**config.mk**
```make
export PLATFORM = sky130hd
export DESIGN_NAME = crtf_front
export DESIGN_NICKNAME = d
export VERILOG_FILES = /design/src/hw/rtl/assert_macros.svh /design/src/hw/rtl/crtf_pkg.sv /design/src/hw/rtl/crtf_front.sv
export SDC_FILE = /design/constraint.sdc
export NUM_CORES = 1
export LEC_CHECK = 0
export BUFFER_PORTS_ARGS = -buffer_cell sky130_fd_sc_hd__buf_2
export CAP_MARGIN = 20
export CORE_ASPECT_RATIO = 1.1
export CORE_MARGIN = 3
export CORE_UTILIZATION = 50
export CTS_BUF_LIST = sky130_fd_sc_hd__clkbuf_16
export DETAILED_ROUTE_END_ITERATION = 7
export PLACE_DENSITY = 0.82
export SLEW_MARGIN = 25
export SYNTH_ARGS = -nofsm -noshare
export SYNTH_HDL_FRONTEND = slang
export SYNTH_SLANG_ARGS = --single-unit
export TNS_END_PERCENT = 5
```
**constraint.sdc**
```tcl
create_clock -name clk -period 13.3 [get_ports clk]
set_clock_uncertainty 0.05 [all_clocks]
set_input_delay 1.33 -clock clk [delete_from_list [all_inputs] [get_ports clk]]
set_output_delay 1.33 -clock clk [all_outputs]
set_load 0.01 [all_outputs]
```
**src/hw/rtl/assert_macros.svh**
```systemverilog
// Assertion helpers shared by the RTL. Each one expects clk and rst in scope.
`ifndef ASSERT_MACROS_SVH
`define ASSERT_MACROS_SVH
// Checked only outside reset.
`define ASSERT_NR(label, prop, msg) \
  label: assert property (@(posedge clk) disable iff (rst) prop) \
    else $error(msg);
// Checked on every edge, reset included.
`define ASSERT_ALWAYS(label, prop, msg) \
  label: assert property (@(posedge clk) prop) else $error(msg);
`endif

```
**src/hw/rtl/crtf_pkg.sv**
```systemverilog
`timescale 1ns / 1ps
`default_nettype none
// ----------------------------------------------------------------------------
// crtf_pkg
// Shared widths, defaults and register indexes of the Catmull-Rom tap filter.
// ----------------------------------------------------------------------------
package crtf_pkg;
  localparam int MAX_TAPS_DEF = 16;
  localparam int SAMPLE_W     = 8;
  localparam int PHASE_W      = 16;
  localparam int TCNT_W       = 5;
  localparam logic [TCNT_W-1:0] TAPS_RST = 5'd4;
  // register index, taken from byte address bit 2
  localparam logic REG_PHASE = 1'b0;
  localparam logic REG_TAPS  = 1'b1;
endpackage
`default_nettype wire

```
**src/hw/rtl/crtf_front.sv**
```systemverilog
`timescale 1ns / 1ps
`default_nettype none
// ----------------------------------------------------------------------------
// crtf_front
// Collects samples into the tap window and queues a job on the last tap.
// ----------------------------------------------------------------------------
module crtf_front #(
  parameter int MAX_TAPS = crtf_pkg::MAX_TAPS_DEF
) (
  input  logic                          clk,
  input  logic                          rst,
  input  logic                          start,
  output logic                          busy,
  input  logic [crtf_pkg::SAMPLE_W-1:0] sample,
  input  logic [crtf_pkg::PHASE_W-1:0]  phase,
  input  logic [crtf_pkg::TCNT_W-1:0]   tap_count,
  input  logic                          full,
  output logic                          push,
  output logic [MAX_TAPS*crtf_pkg::SAMPLE_W + $clog2(MAX_TAPS+1)
                + crtf_pkg::PHASE_W - 1:0] job
);
  import crtf_pkg::*;

  localparam int TAP_W = $clog2(MAX_TAPS + 1);
  localparam int IDX_W = $clog2(MAX_TAPS);
  localparam int CMP_W = (TAP_W > TCNT_W) ? TAP_W : TCNT_W;

  logic [SAMPLE_W-1:0]          window [MAX_TAPS];
  logic [TAP_W-1:0]             tap_index;
  logic [TAP_W-1:0]             taps;
  logic [TAP_W-1:0]             pos;
  logic [CMP_W-1:0]             tc_ext;
  logic                         take;
  logic                         last;
  logic [MAX_TAPS*SAMPLE_W-1:0] win_flat;

  assign busy = full;
  assign take = start && !busy;

  always_comb begin
    tc_ext = CMP_W'(tap_count);
    if (tc_ext < CMP_W'(2)) begin
      taps = TAP_W'(2);
    end else if (tc_ext > CMP_W'(MAX_TAPS)) begin
      taps = TAP_W'(MAX_TAPS);
    end else begin
      taps = TAP_W'(tc_ext);
    end
    // count lowered mid-window: clamp to the last tap
    pos  = (tap_index >= taps) ? taps - TAP_W'(1) : tap_index;
    last = ({1'b0, pos} + (TAP_W+1)'(1)) >= {1'b0, taps};
  end

  always_comb begin
    for (int k = 0; k < MAX_TAPS; k++) begin
      win_flat[k*SAMPLE_W +: SAMPLE_W] = (TAP_W'(k) == pos) ? sample : window[k];
    end
  end

  assign push = take && last;
  assign job  = {phase, taps, win_flat};

  always_ff @(posedge clk) begin
    if (take) begin
      window[pos[IDX_W-1:0]] <= sample;
    end
  end

  always_ff @(posedge clk) begin
    if (rst) begin
      tap_index <= '0;
    end else if (take) begin
      tap_index <= last ? '0 : pos + TAP_W'(1);
    end
  end
endmodule
`default_nettype wire

```
==> results.sh <==
export IMPL_status="complete, no violations"
export IMPL_ios=184
export IMPL_cp_slowest_cell="mux2i_1"
export IMPL_num_nets_final=628
export IMPL_synth_area_leader_cell="edfxtp_1"
export IMPL_antenna_found_initial=0
export IMPL_cts_tree="built"
export IMPL_crit_type="in2out"
export IMPL_fin_crit_sh_pct=52.45
export IMPL_coreArea_um2=12750
export IMPL_grt_max_degree=33
export IMPL_area_growth_pct=20.44
export IMPL_cp_data_arrival_time_ns=5.60
export IMPL_yosysSeqAreaShare_pct=59.94
export IMPL_critPathMaxFanout=11
export IMPL_cts_buffers=17
export IMPL_ant_nets=0
export IMPL_clk_latency_ns=0.41
export IMPL_yosysWarningCount=0
export IMPL_fin_crit_ns=6.976
export IMPL_rsz0062_at_grt="false"
export IMPL_ctsHoldBuffers=0
export IMPL_cp_end_kind="primary output"
export IMPL_max_stage_delay_ns=0.53
export IMPL_grt_ovfl_total=0
export IMPL_die_h_um=126.3
export IMPL_std_cell_rows=43
export IMPL_first_pass_iters=4
export IMPL_p_per_area_nw_per_um2=145.0
export IMPL_syn_nets=496
export IMPL_num_antenna_cells=0
export IMPL_vdd_drop_max_mv=0.08893
export IMPL_gp_congestion=1.024
export IMPL_path_clk_slew_ns=0.05
export IMPL_wl_per_cell_um=20.45
export IMPL_ys_flop_type="edfxtp_1"
export IMPL_grt_pass1_vias=4313
export IMPL_total_leakage_power_nw=3.037
export IMPL_synth_edf_count=128
export IMPL_yosysUniqueCellTypes=44
export IMPL_clockRootBuffer="clkbuf_16"
export IMPL_drc=0
export IMPL_hold_viol=0
export IMPL_dieArea_um2=14570
export IMPL_drv_slew=0
export IMPL_critPathMostFrequentCell="ha_1"
export IMPL_dpl_cell_area_um2=7311
export IMPL_critPathTopFamily="compound AO/OA/AOI/OAI gates"
export IMPL_dp_hpwl_mm=10.07
export IMPL_cp_start_kind="input pin"
export IMPL_drt_initial_drc_count=239
export IMPL_synth_seq_cells=133
export IMPL_hold_path_class="reg2reg"
export IMPL_path_cells="buf_2 > o311ai_0 > inv_1 > ha_1 > nand2b_1 > a31oi_2 > o21ai_4 > mux2i_1 > ha_1 > nor2b_1 > ha_1 > inv_1 > ha_1 > a21oi_1 > o21ai_0 > a31oi_1 > nor2_1 > buf_2"
export IMPL_wirelength_mm=15.32
export IMPL_num_vias=4156
export IMPL_grt_pass1_wl_mm=23.66
export IMPL_clk_path_buf_depth=2
export IMPL_cts_htree_levels=4
export IMPL_cap_violations=0
export IMPL_start_util_pct=51.60
export IMPL_slew_headroom_pct=44.59
export IMPL_crit_buf_inv=4
export IMPL_cts_setup_buffers=0
export IMPL_cts_resized=0
export IMPL_drive_gt1_share_pct=54.22
export IMPL_synthCells=447
export IMPL_synth_area_leaders="edfxtp_1 (58%), mux2_2 (21%), ha_1 (3.0%)"
export IMPL_fmax_mhz=143.3
export IMPL_port_buffers=151
export IMPL_crit_required_ns=11.92
export IMPL_cts_sinks=133
export IMPL_synth_area_per_cell_um2=14.72
export IMPL_synth_top_area_share_pct=58.41
export IMPL_design_area_um2=7925
export IMPL_syn_cell_area_um2=6580
export IMPL_fin_tns_setup_ns=0
export IMPL_fp_dieW_um=115.4
export IMPL_grt_total_usage_pct=21.30
export IMPL_finalSetupViolations=0
export IMPL_viasPerCell=5.549
export IMPL_synthArstFlopShare_pct=0
export IMPL_tightest_slew_ns=0.8294
[registers in the layout (all words and copies together) (netlist names)]
| register | cells |
|---|---|
| tap_index | 5 |
| window | 128 |
[kinds of logic after synthesis]
family	synth area share [%]
compound gates	3.099
flops	59.94
fa+ha+maj	3.042
buf+inv	4.050
xor+xnor	0.5325
mux	23.45
simple gates	5.895
[Yosys cell counts, types with 3 or more instances]
cell / instances
ha_1: 16
buf_4: 17
nor2b_1: 6
inv_1: 12
o21ai_2: 3
clkbuf_1: 14
edfxtp_1: 128
mux2_2: 122
a31oi_1: 4
a21oi_1: 5
nor3_1: 6
dfxtp_1: 5
nor2_1: 27
buf_2: 6
nand2_2: 8
o21ai_0: 3
mux2i_1: 5
nand2b_1: 6
nand2_1: 17
mux2_1: 6
[path summary, 6_finish.rpt]
check,startpoint,depth (start not counted),slack (ns),to
setup reg to reg,tap_index[0],15,9.27,tap_index[2]
setup / recovery,tap_count[2],18,6.32,push
hold / removal,tap_index[0],2,0.44,tap_index[0]
hold reg to reg,tap_index[0],2,0.44,tap_index[0]
[routing by layer]
| metal | vias to the layer above | track usage, % | routed length (µm) |
|---|---|---|---|
| met5 | - | 0 | 0 |
| met4 | 0 | 8.287 | 272 |
| met3 | 30 | 5.200 | 1210 |
| met2 | 194 | 33.38 | 7239 |
| met1 | 2010 | 28.72 | 6595 |
| li1 | 1922 | - | - |
[final cells by class]
class | instances | area (µm²)
clock inverters | 15 | 188.9
flip-flops and latches | 133 | 3944
well taps | 157 | 196.4
clock buffers | 17 | 425.4
multi-input cells | 264 | 2370
inverters | 12 | 45.04
fillers | 932 | 4826
repair buffers | 151 | 755.7
[metrics by stage]
step,worst slack (ns),cells,power [mW],utilization [%],hold slack (ns)
floorplan,6.967,447,0.6169,-,0.3890
global placement,6.701,717,0.6688,57.33,0.4123
detailed placement,6.473,717,0.6744,57.33,0.4346
CTS,6.439,749,1.157,62.15,0.4420
global route,5.986,749,1.191,62.15,0.4712
finish,6.324,749,1.149,62.15,0.4443
[cell usage in the layout (no fill, tap or decap), types with 6 or more instances in the layout]
master and n:
nand2_2 8, nor3_1 6, nand2b_1 6, edfxtp_1 128, clkbuf_16 17, mux2_2 122
nor2b_1 6, buf_2 151, inv_1 14, ha_1 16, nand2_1 17, nor2_1 27
mux2_1 6
[where the power goes]
group | leakage [nW] | switching (mW) | internal [mW] | total [mW]
clock network | 0.295 | 0.171 | 0.311 | 0.482
registers | 1.19 | 0.00390 | 0.471 | 0.475
logic | 1.55 | 0.113 | 0.0789 | 0.192
total | 3.04 | 0.288 | 0.861 | 1.15
[worst min-delay path: cells and delay by family (launching register included)]
family	cells	cell delay (ns)
simple gates	1	0.06
flops	1	0.33
compound gates	1	0.06
(Power assumes the default switching activity.)
