**src/hw/rtl/assert_macros.svh**
```systemverilog
// Assertion helpers shared by the RTL. Each one expects clk and rst in scope.
`ifndef ASSERT_MACROS_SVH
`define ASSERT_MACROS_SVH
// Checked only outside reset.
`define ASSERT_NR(label, prop, msg) \
  label: assert property (@(posedge clk) disable iff (rst) prop) \
    else $error(msg);
// Checked on every edge, reset included.
`define ASSERT_ALWAYS(label, prop, msg) \
  label: assert property (@(posedge clk) prop) else $error(msg);
`endif

```
**src/hw/rtl/crtf_fifo.sv**
```systemverilog
`timescale 1ns / 1ps
`default_nettype none
// ----------------------------------------------------------------------------
// crtf_fifo
// Two-entry job queue between the sample front end and the filter engine.
// ----------------------------------------------------------------------------
module crtf_fifo #(
  parameter int WIDTH = 8
) (
  input  logic             clk,
  input  logic             rst,
  input  logic             push,
  input  logic [WIDTH-1:0] din,
  output logic             full,
  input  logic             pop,
  output logic [WIDTH-1:0] dout,
  output logic             empty
);
  logic [WIDTH-1:0] mem [2];
  logic             wr_ptr;
  logic             rd_ptr;
  logic [1:0]       count;

  assign full  = (count == 2'd2);
  assign empty = (count == 2'd0);
  assign dout  = mem[rd_ptr];

  always_ff @(posedge clk) begin
    if (push) begin
      mem[wr_ptr] <= din;
    end
  end

  always_ff @(posedge clk) begin
    if (rst) begin
      wr_ptr <= 1'b0;
      rd_ptr <= 1'b0;
      count  <= 2'd0;
    end else begin
      if (push) wr_ptr <= ~wr_ptr;
      if (pop)  rd_ptr <= ~rd_ptr;
      case ({push, pop})
        2'b10:   count <= count + 2'd1;
        2'b01:   count <= count - 2'd1;
        default: count <= count;
      endcase
    end
  end
endmodule
`default_nettype wire

```
**config.mk**
```make
export PLATFORM = sky130hd
export DESIGN_NAME = crtf_fifo
export DESIGN_NICKNAME = d
export VERILOG_FILES = /design/src/hw/rtl/assert_macros.svh /design/src/hw/rtl/crtf_fifo.sv
export SDC_FILE = /design/constraint.sdc
export NUM_CORES = 1
export LEC_CHECK = 0
export CELL_PAD_IN_SITES_DETAIL_PLACEMENT = 1
export CELL_PAD_IN_SITES_GLOBAL_PLACEMENT = 2
export CORE_MARGIN = 5
export CORE_UTILIZATION = 33
export CTS_CLUSTER_DIAMETER = 50
export CTS_CLUSTER_SIZE = 8
export DETAILED_ROUTE_END_ITERATION = 6
export DONT_BUFFER_PORTS = 1
export PLACE_DENSITY = 0.69
export REMOVE_ABC_BUFFERS = 1
export SETUP_SLACK_MARGIN = 0.5
export SLEW_MARGIN = 25
export SYNTH_ARGS = -nofsm -noshare
export SYNTH_HDL_FRONTEND = slang
export SYNTH_SLANG_ARGS = --single-unit
```
**constraint.sdc**
```tcl
create_clock -name clk -period 1.4 [get_ports clk]
set_clock_uncertainty 0.1 [all_clocks]
set_input_delay 0 -clock clk [delete_from_list [all_inputs] [get_ports clk]]
set_output_delay 0 -clock clk [all_outputs]
set_load 0.05 [all_outputs]
```
==> results of run 1 <==
-- per-stage QoR --
stage | std cells | power, uW | setup slack, ns | util (%) | cell area (um2)
3_5_place_dp | 76 | 1000 | 0.244 | 37.0 | 826
4_1_cts | 93 | 1380 | 0.117 | 46.7 | 1040
2_1_floorplan | 46 | 964 | 0.235 | - | 776
6_report | 93 | 1380 | 0.141 | 48.5 | 1080
3_3_place_gp | 76 | 997 | 0.253 | 37.0 | 826
5_1_grt | 93 | 1450 | 0.0850 | 48.5 | 1080
-- how the worst min path moves through the flow --
stage	from	end
detailed placement	rst	count[1]
floorplan	rst	count[1]
global route	pop	rd_ptr
CTS	push	count[0]
global placement	rst	count[1]
finish	push	count[0]
-- state kept, by name, indices dropped and copies added (netlist names), named ones only --
name,cells
count,2
wr_ptr,1
mem,16
rd_ptr,1
-- cells in the mapped netlist --
cell / instances / area (um2)
sky130_fd_sc_hd__and2b_2: 1 / 8.76
sky130_fd_sc_hd__buf_2: 1 / 5.00
sky130_fd_sc_hd__or3_1: 1 / 6.26
sky130_fd_sc_hd__o21ai_0: 1 / 5.00
sky130_fd_sc_hd__edfxtp_1: 16 / 480
sky130_fd_sc_hd__inv_1: 1 / 3.75
sky130_fd_sc_hd__xnor2_1: 3 / 26.3
sky130_fd_sc_hd__and2_1: 1 / 6.26
sky130_fd_sc_hd__a21oi_1: 1 / 5.00
sky130_fd_sc_hd__mux2_2: 8 / 90.1
sky130_fd_sc_hd__nor2_1: 6 / 22.5
sky130_fd_sc_hd__xor2_1: 1 / 8.76
sky130_fd_sc_hd__dfxtp_1: 5 / 100
sky130_fd_sc_hd__ha_1: 1 / 12.5
-- what timing repair did --
item                       4_1_cts  5_1_grt
pin swaps                        3        4
buffers inserted                 2        0
setup endpoints to repair       27       29
hold buffers                    11        0
hold endpoints to repair        29        0
gates resized for setup         22        8
-- per-layer routing --
| layer | global-route usage, % | part of all wire [%] |
|---|---|---|
| met3 | 2.41 | 6.7 |
| met4 | 5.83 | 2.2 |
| met2 | 16.3 | 55 |
| met1 | 8.82 | 36 |
| met5 | 0 | 0 |
-- power by group --
group / internal [uW] / switching [uW]
logic: 141 / 193
clock network: 107 / 178
registers: 722 / 39.0
-- cell type report --
cell class              instances  area share [%]
multi-input cells              24            24.6
well taps                      28            3.23
inverters                       1           0.346
repair buffers                 15            14.5
clock inverters                 1           0.462
clock buffers                   3            2.08
flip-flops and latches         21            54.7
-- cell families after synthesis --
group,after synthesis
mux,8
fa+ha+maj,1
simple gates,9
compound gates,2
xor+xnor,4
flops,21
buf+inv,2
==> results.txt, run 1 <==
- Row generation in the floorplan step produced 17 rows.
- STA classifies the critical path startpoint as a register.
- After detailed routing, the number of remaining DRC violations is 0.
- Maximum cell stage delay along the critical path: 0.46 ns
- Vias in the first global route: 507
- Clock net sink count: 21
* Tmin final: 1.26 ns
- The max-slew violation count is 0.
- Most frequent cells in the layout: 16 x sky130_fd_sc_hd__edfxtp_1, 10 x sky130_fd_sc_hd__dlygate4sd3_1, 8 x sky130_fd_sc_hd__mux2_4
* Total Wirelength: 1.36 mm
* Die area: 3440 um2
* Post-DR wirelength/cell: 14.6 um
* Cell-by-cell trace of the critical path: mux2_4
* Critical path type: reg2out
* Root Buffer: sky130_fd_sc_hd__clkbuf_4
- Clock H-tree levels: 1
- The net count of the finished layout is 79.
- In this run the number of cells on the critical path is 1.
- Highest fanout seen on the critical path: 8
* Overall track demand over capacity in global routing: 8.94%
* Vias per cell: 4.59
- After Yosys synthesis, and, or, nand and nor cells account for 5.61% of the synthesized area.
- Registers take 593 um2.
* Slowest library cell on the worst path: sky130_fd_sc_hd__dfxtp_4
- Number of antenna diodes: 0
* Maximum VDD drop: 0.000549 V
- Filler Cell Count: 224
- The worst path uses 90.0% of the clock period.
* Endpoint of the most critical register-to-register path: count[1]
- Insertion delay of the later-clocked pin in the worst-skew pair: 0.30 ns
* Setup TNS Final: 0 ns
* Worst slew pin tran: 0.220 ns
- Part of the Yosys area used for sequential elements: 74.4%
- During placement, the flow inserted port buffers numbering 0.
- During I/O placement, the number of pins put on the boundary was 22.
- CTS tree: done
- For the worst flop-to-flop path, the logic depth is 3.
- Req. time, crit path: 1.30 ns
- The worst setup path is captured at a primary output.
- WP buf/inv: 0
- Last weighted congestion value of the routability-driven placer: 0.564
- For this run, the number of Yosys warnings is 0.
- Max Cap Violations: 0
- In the final layout, the multi-input gates occupy 267 um2.
- Critical path arrival: 1.16 ns
- The initial antenna violation count came to 0.
* Number of buffers on the longest clock path: 2
- After global routing the overflow that remains totals 0.
* Maximum number of pins on one net before global-route repair: 13
- Synth Area in Adders: 1.60%
* Final Hold Slack: 0.0456 ns
* Flip-flop and latch count after synthesis: 21
- Counting distinct cell types in the post-synthesis netlist gives 14.
* Initial core utilization: 35.0%
- Area Overhead vs Synth: 38.8%
- TritonCTS buffer count: 3
* Clock transition at the registers of the reported paths: 0.11 ns
- The path class of the tightest hold or removal check is in2reg.
* Final hold violation count: 0
- Capturing instance or port of the critical path: dout[6]
* Mean Syn Cell Area: 16.6 um2
* Pwr dens: 1270 nW/um2
- The flow ran to the end, and the final reports show no timing, DRC or antenna violations.
- By area, the combinational part of the netlist is dominated by multiplexers.
- Worst reg2reg setup slack: 0.27 ns
- Worst slew slack as a fraction of its limit: 85.3%
- Static leakage: 0.000409 uW
- First-pass iteration count of the detailed router: 1
* Unrepaired setup endpoints after global routing: true
* Portion of netlist area occupied by mux cells: 11.5%
* Cell count after synthesis: 47
- Wire length of the first global-routing pass: 2.21 mm
* First DRT Iteration DRCs: 0
- Number of nets with antenna violations after routing: 0
* Area share of xor/xnor cells in the synthesized design: 4.49%
- Number of vias in the routed layout: 427
- The die is 58.6 um wide.
* Netlist Area Pre-Place: 781 um2
- The startpoint identified for the worst register-to-register timing path is count[0].
- Proportion of layout cells with a drive suffix above 1: 43.1%
- From bottom edge to top edge, the die measures 58.6 um.
* Final setup violating endpoints: 0
* Number of instances on the worst hold path: 4
- Leaving out fill and tap cells, the most frequent cell in the layout is sky130_fd_sc_hd__edfxtp_1.
- After floorplanning, the core was sized to cover 2230 um2.
- Compound-gate portion of the synthesized area: 1.28%
* Cell family contributing the most delay on the critical path: flip-flops
- F_max: 794 MHz
Power figures use the tool's default switching activity.
==> run 2: changes to the inputs <==
Settings changed: CORE_ASPECT_RATIO set to 1.4.
==> results.txt, run 2 (synthesis results as in run 1) <==
- Initial core utilization: 35.1% (was 35.0%)
- The global-route met3 utilization is 2.43% (was 2.41%).
* Clock H-tree levels: 1 (unchanged)
- Proportion of layout cells with a drive suffix above 1: 38.5% (was 43.1%)
* IO Port Bufs: 0 (unchanged)
- Wire length of the first global-routing pass: 2.26 mm (was 2.21 mm)
- The wire length per cell after detailed routing is 15.2 um (was 14.6 um).
- Gr busiest metal: met2 (unchanged)
- Die W: 51.1 um (was 58.6 um)
- Req. time, crit path: 1.53 ns (was 1.30 ns)
* Final Worst Setup Slack: 0.111 ns (was 0.141 ns)
* First-pass iteration count of the detailed router: 2 (was 1)
- First DRT Iteration DRCs: 12 (was 0)
- Area Overhead vs Synth: 34.8% (was 38.8%)
* Status: finished, final reports clean (unchanged)
- The critical setup path kind was in2reg (was reg2out).
- The reported max-cap violation count is 0 (unchanged).
- Overall track demand over capacity in global routing: 9.08% (was 8.94%)
* Vias per cell: 4.78 (was 4.59)
- Final critical-path share of the clock period: 92.1% (was 90.0%)
- The max-slew headroom at the worst pin came to 84.1% (was 85.3%).
- Unrepaired setup endpoints after global routing: true (unchanged).
- The TritonCTS clock tree is done (unchanged).
- The clock sink count was 21 (unchanged).
- TritonCTS buffer count: 3 (unchanged)
* Static leakage: 0.000392 uW (was 0.000409 uW)
- Final hold violation count: 0 (unchanged)
- Last weighted congestion value of the routability-driven placer: 0.615 (was 0.564)
* Final number of max-transition violations: 0 (unchanged)
- The filler cell count was 223 (was 224).
- Estimated wirelength of the detail-placed design: 885 um
* Maximum number of pins on one net before global-route repair: 12 (was 13)
* Clock transition at the registers of the reported paths: 0.11 ns (about the same)
- Die area: 3450 um2 (was 3440 um2)
- Remaining DRCs: 0 (unchanged)
- Die height: 67.6 um (was 58.6 um)
* Highest fanout seen on the critical path: 2 (was 8)
* Maximum VDD drop: 0.000639 V (was 0.000549 V)
- Vias in the first global route: 491 (was 507)
- Number of vias in the routed layout: 416 (was 427)
* Setup TNS Final: 0 ns (unchanged)
* Final global-route overflow total: 0 (unchanged)
- Routing usage on met1: 10.3% (was 8.82%)
- The number of top-level pins was 22 (unchanged).
- Pwr dens: 1300 nW/um2 (was 1270 nW/um2)
* Path category of the worst min-delay check: in2reg (unchanged)
- The area of the core is 2230 um2 (about the same).
- The upper clock frequency limit came to 776 MHz (was 794 MHz).
- Most frequent cells in the layout: 16 x sky130_fd_sc_hd__edfxtp_1, 11 x sky130_fd_sc_hd__dlygate4sd3_1, 8 x sky130_fd_sc_hd__mux2_4 (was 16 x sky130_fd_sc_hd__edfxtp_1, 10 x sky130_fd_sc_hd__dlygate4sd3_1, 8 x sky130_fd_sc_hd__mux2_4).
* Largest registers: mem x16, count x2 (unchanged)
* Commonest non-fill, non-tap cell in the layout: sky130_fd_sc_hd__edfxtp_1 (unchanged)
* Worst slew pin tran: 0.238 ns (was 0.220 ns)
- The time the worst path needs with I/O delays and setup is 1.29 ns (was 1.26 ns).
* Core occupancy in the finished layout: 47.2% (was 48.5%)
- The sort of element at the end of the critical path is a register (was primary output).
- Critical path arrival: 1.42 ns (was 1.16 ns)
* Number of buffers on the longest clock path: 2 (unchanged)
- The register with the most flip-flops is mem (unchanged).
- Max FFs per register: 16 (unchanged)
* Placement row count: 20 (was 17)
- Number of nets with antenna violations after routing: 0 (unchanged)
- The initial antenna violation count was 0 (unchanged).
* Root Buffer: sky130_fd_sc_hd__clkbuf_4 (unchanged)
- Final setup violating endpoints: 0 (unchanged)
- Insertion delay of the later-clocked pin in the worst-skew pair: 0.29 ns (was 0.30 ns)
- The met2 demand-to-capacity share in global routing was 15.3% (was 16.3%).
- Total Wirelength: 1.32 mm (was 1.36 mm)
- Element type at the critical path start: input pin (was register)
- The placement-stage worst setup slack is 0.217 ns (was 0.244 ns).
- The final antenna diode count is 0 (unchanged).
- Number of nets at the end of the flow: 79 (unchanged)
==> run 2: worst max-delay path: stages <==
cell and delay, ns:
sky130_fd_sc_hd__dlygate4sd3_1 0.57, sky130_fd_sc_hd__ha_1 0.23, sky130_fd_sc_hd__xnor2_2 0.14, sky130_fd_sc_hd__or3_1 0.36, sky130_fd_sc_hd__a21oi_2 0.12
==> run 2: per-stage QoR <==
stage	total power, uW	cell area (um2)	hold slack [ns]	cells
6_report	1360	1050	0.0295	87
5_1_grt	1430	1050	0.0325	87
4_1_cts	1370	1040	-0.233	86
3_5_place_dp	1000	818	-0.0228	70
3_3_place_gp	997	818	-0.0292	70
2_1_floorplan	964	776	-0.0309	46
==> run 2: metal layers <==
layer	wire, um	vias up
met3	77	2
met2	691	13
met1	536	196
li1	-	205
met5	0	-
met4	15	0
==> run 2: repair_timing <==
item,CTS,global route
endpoints found under the setup margin,27,28
pin swaps,5,1
setup buffers,2,0
gates resized for setup,26,1
endpoints found under the hold margin,29,4
hold buffers,10,1
==> run 2: final timing paths <==
kind | start | end | slack [ns] | depth (start not counted)
hold / removal | push | mem[0][7] | 0.03 | 3
setup reg to reg | count[0] | count[1] | 0.25 | 3
hold reg to reg | rd_ptr | rd_ptr | 0.43 | 2
setup / recovery | pop | count[1] | 0.11 | 5
==> run 2: final cells by class <==
cell class                      instances  area, um2  share of cell area [%]
Inverter                                1       3.75                   0.357
Multi-Input combinational cell         24        246                    23.4
Tap cell                               22       27.5                    2.62
Sequential cell                        21        593                    56.4
Timing Repair Buffer                   15        155                    14.7
Clock buffer                            4       26.3                    2.50
==> run 2: power by group <==
part	switching, uW	internal (uW)	total, uW
Combinational	193	138	331
Clock	163	111	273
Sequential	36.7	722	759
Total	392	971	1360
==> run 3: changes to the inputs <==
Settings changed: SETUP_SLACK_MARGIN 0.5 to not set.
==> results.txt, run 3 (synthesis results as in run 1) <==
- Status: finished, final reports clean (unchanged).
- The overall power consumption is 1290 uW (was 1360 uW).
* Die W: 51.1 um (unchanged)
* Boundary pin count: 22 (unchanged)
- Die area: 3450 um2 (unchanged)
- Max FFs per register: 16 (unchanged)
- Final global-route overflow total: 0 (unchanged)
- The launching element of the worst setup path is rd_ptr (was pop).
- The critical setup path kind is reg2reg (was in2reg).
- The final antenna diode count came to 0 (unchanged).
- The worst-path maximum fanout came to 2 (unchanged).
- The initial standard-cell utilization of the core was 35.1% (unchanged).
- The number of cells in the design after placement was 70 (unchanged).
- Vias in the first global route: 458 (was 491)
- F_max: 745 MHz (was 776 MHz)
- Worst reg2reg setup slack: 0.06 ns (was 0.25 ns)
- The post-route antenna net violation count is 0 (unchanged).
- The net switching share of the total power is 28.9% (was 28.8%).
* Sequential cell area: 582 um2 (was 593 um2)
* Element type at the critical path start: register (was input pin)
- The static leakage is 0.000345 uW (was 0.000392 uW).
- Initial antenna violation count: 0 (unchanged)
- Remaining DRCs: 0 (unchanged)
- Share of power burned in combinational logic: 21.2% (was 24.3%)
- Worst slew slack as a fraction of its limit: 75.0% (was 84.1%)
- Maximum number of pins on one net before global-route repair: 12 (unchanged)
- Startpoint of the worst hold path: push (unchanged)
* Worst setup slack before clock tree synthesis: 0.217 ns (unchanged)
- The most common cell after layout, fill and taps aside was sky130_fd_sc_hd__edfxtp_1 (unchanged).
* Reg2reg path depth: 3 (unchanged)
- The row count is 20 (unchanged).
* Final number of max-transition violations: 0 (unchanged)
* Unrepaired setup endpoints after global routing: false (was true)
- Number of instances on the worst hold path: 4 (was 3)
- The switching component of the power came to 374 uW (was 392 uW).
- Number of nets at the end of the flow: 78 (was 79)
- The wire length per cell after detailed routing came to 14.7 um (was 15.2 um).
- The TritonCTS clock tree is done (unchanged).
* Core occupancy in the finished layout: 43.4% (was 47.2%)
- The number of port buffers came to 0 (unchanged).
* Maximum VDD drop: 0.000634 V (was 0.000639 V)
- Final hold violation count: 0 (unchanged)
* First-pass iteration count of the detailed router: 4 (was 2)
* Multi-input gate area: 191 um2 (was 246 um2)
- Most frequent cells in the layout: 16 x sky130_fd_sc_hd__edfxtp_1, 12 x sky130_fd_sc_hd__dlygate4sd3_1, 8 x sky130_fd_sc_hd__mux2_2 (was 16 x sky130_fd_sc_hd__edfxtp_1, 11 x sky130_fd_sc_hd__dlygate4sd3_1, 8 x sky130_fd_sc_hd__mux2_4)
- The minimum setup slack in the final design was 0.0583 ns (was 0.111 ns).
- Largest registers: mem x16, count x2 (unchanged)
- The count of final setup violators was 0 (unchanged).
- The non-filler instance count after layout came to 86 (was 87).
- The clock input transition at the sequential cells of the worst setup and hold paths came to 0.11 ns (about the same).
- Overall track demand over capacity in global routing: 8.52% (was 9.08%)
* Last weighted congestion value of the routability-driven placer: 0.615 (unchanged)
- Part of the power in the clock network: 21.2% (was 20.0%)
* Die height: 67.6 um (unchanged)
* Clock net sink count: 21 (unchanged)
- The start of the worst register-to-register path is rd_ptr (was count[0]).
- The count of vias placed by the detailed router came to 402 (was 416).
- The final-layout setup total negative slack is 0 ns (unchanged).
* Pwr dens: 1340 nW/um2 (was 1300 nW/um2)
* Vias per cell: 4.67 (was 4.78)
- The reported max-cap violation count was 0 (unchanged).
- The final clock period utilization by the worst path was 95.8% (was 92.1%).
- First DRT Iteration DRCs: 2 (was 12)
- The data arrival time at the worst-slack endpoint was 1.43 ns (was 1.42 ns).
* Share of power burned in registers: 57.6% (was 55.7%)
- Filler Cell Count: 237 (was 223)
- Total Wirelength: 1.26 mm (was 1.32 mm)
* Area Overhead vs Synth: 23.7% (was 34.8%)
- Req. time, crit path: 1.49 ns (was 1.53 ns)
- Internal power of the cells: 919 uW (was 971 uW)
- The sort of element at the end of the critical path was a register (unchanged).
* Clock H-tree levels: 1 (unchanged)
* Number of buffers on the longest clock path: 2 (unchanged)
- Estimated wirelength of the detail-placed design: 885 um (unchanged)
- The later-pin clock latency in the skew report is 0.29 ns (about the same).
- The area of the core is 2230 um2 (unchanged).
- The type of the most critical hold path is in2reg (unchanged).
- Reg with most FFs: mem (unchanged)
- The measured slew at the worst slew-check pin is 0.376 ns (was 0.238 ns).
- Proportion of layout cells with a drive suffix above 1: 23.4% (was 38.5%)
- The post-CTS setup buffer count came to 0 (was 2).
- Root Buffer: sky130_fd_sc_hd__clkbuf_4 (unchanged)
- The global-route wire length before repair came to 2.08 mm (was 2.26 mm).
- The time the worst path needs with I/O delays and setup was 1.34 ns (was 1.29 ns).
- TritonCTS buffer count: 3 (unchanged)
==> run 3: area by class of cell <==
cell class	instances	share of cell area (%)
clock buffers	4	2.72
flip-flops and latches	21	60.2
repair buffers	14	14.0
well taps	22	2.85
inverters	1	0.389
multi-input cells	24	19.8
==> run 3: routing by layer <==
layer / track usage, % / wire length [um] / vias to the layer above
met4: 5.05 / 16 / 0
li1: - / - / 200
met1: 8.07 / 442 / 187
met3: 3.53 / 123 / 2
met2: 15.2 / 681 / 13
met5: 0 / 0 / -
==> run 3: final timing paths <==
path | end
max reg2reg | register
min | count[0]
max | register
min reg2reg | rd_ptr
==> run 3: worst max-delay path: stages, from the launching register on <==
cell	delay (ns)
sky130_fd_sc_hd__dfxtp_1	0.32
sky130_fd_sc_hd__xnor2_1	0.19
sky130_fd_sc_hd__nor2_1	0.07
sky130_fd_sc_hd__dlygate4sd3_1	0.56
==> run 3: power groups by stage <==
stage          logic, uW  clock network (uW)  registers, uW
6_report             274                 275            745
2_1_floorplan        211                   0            753
5_1_grt              291                 310            752
3_3_place_gp         239                   0            758
4_1_cts              277                 286            746
3_5_place_dp         241                   0            760
==> run 3: timing repair <==
| action | in CTS | in global routing |
|---|---|---|
| endpoints found under the setup margin | 8 | 0 |
| hold endpoints to repair | 21 | 0 |
| hold buffers | 12 | 0 |
| resized for setup | 1 | 0 |
==> run 3: stage by stage <==
stage	hold WS [ns]	cell area [um2]
after floorplan	-0.0309	776
after global placement	-0.0292	818
after detailed placement	-0.0228	818
after CTS	0.0251	966
after global routing	0.0399	966
final	0.0206	966
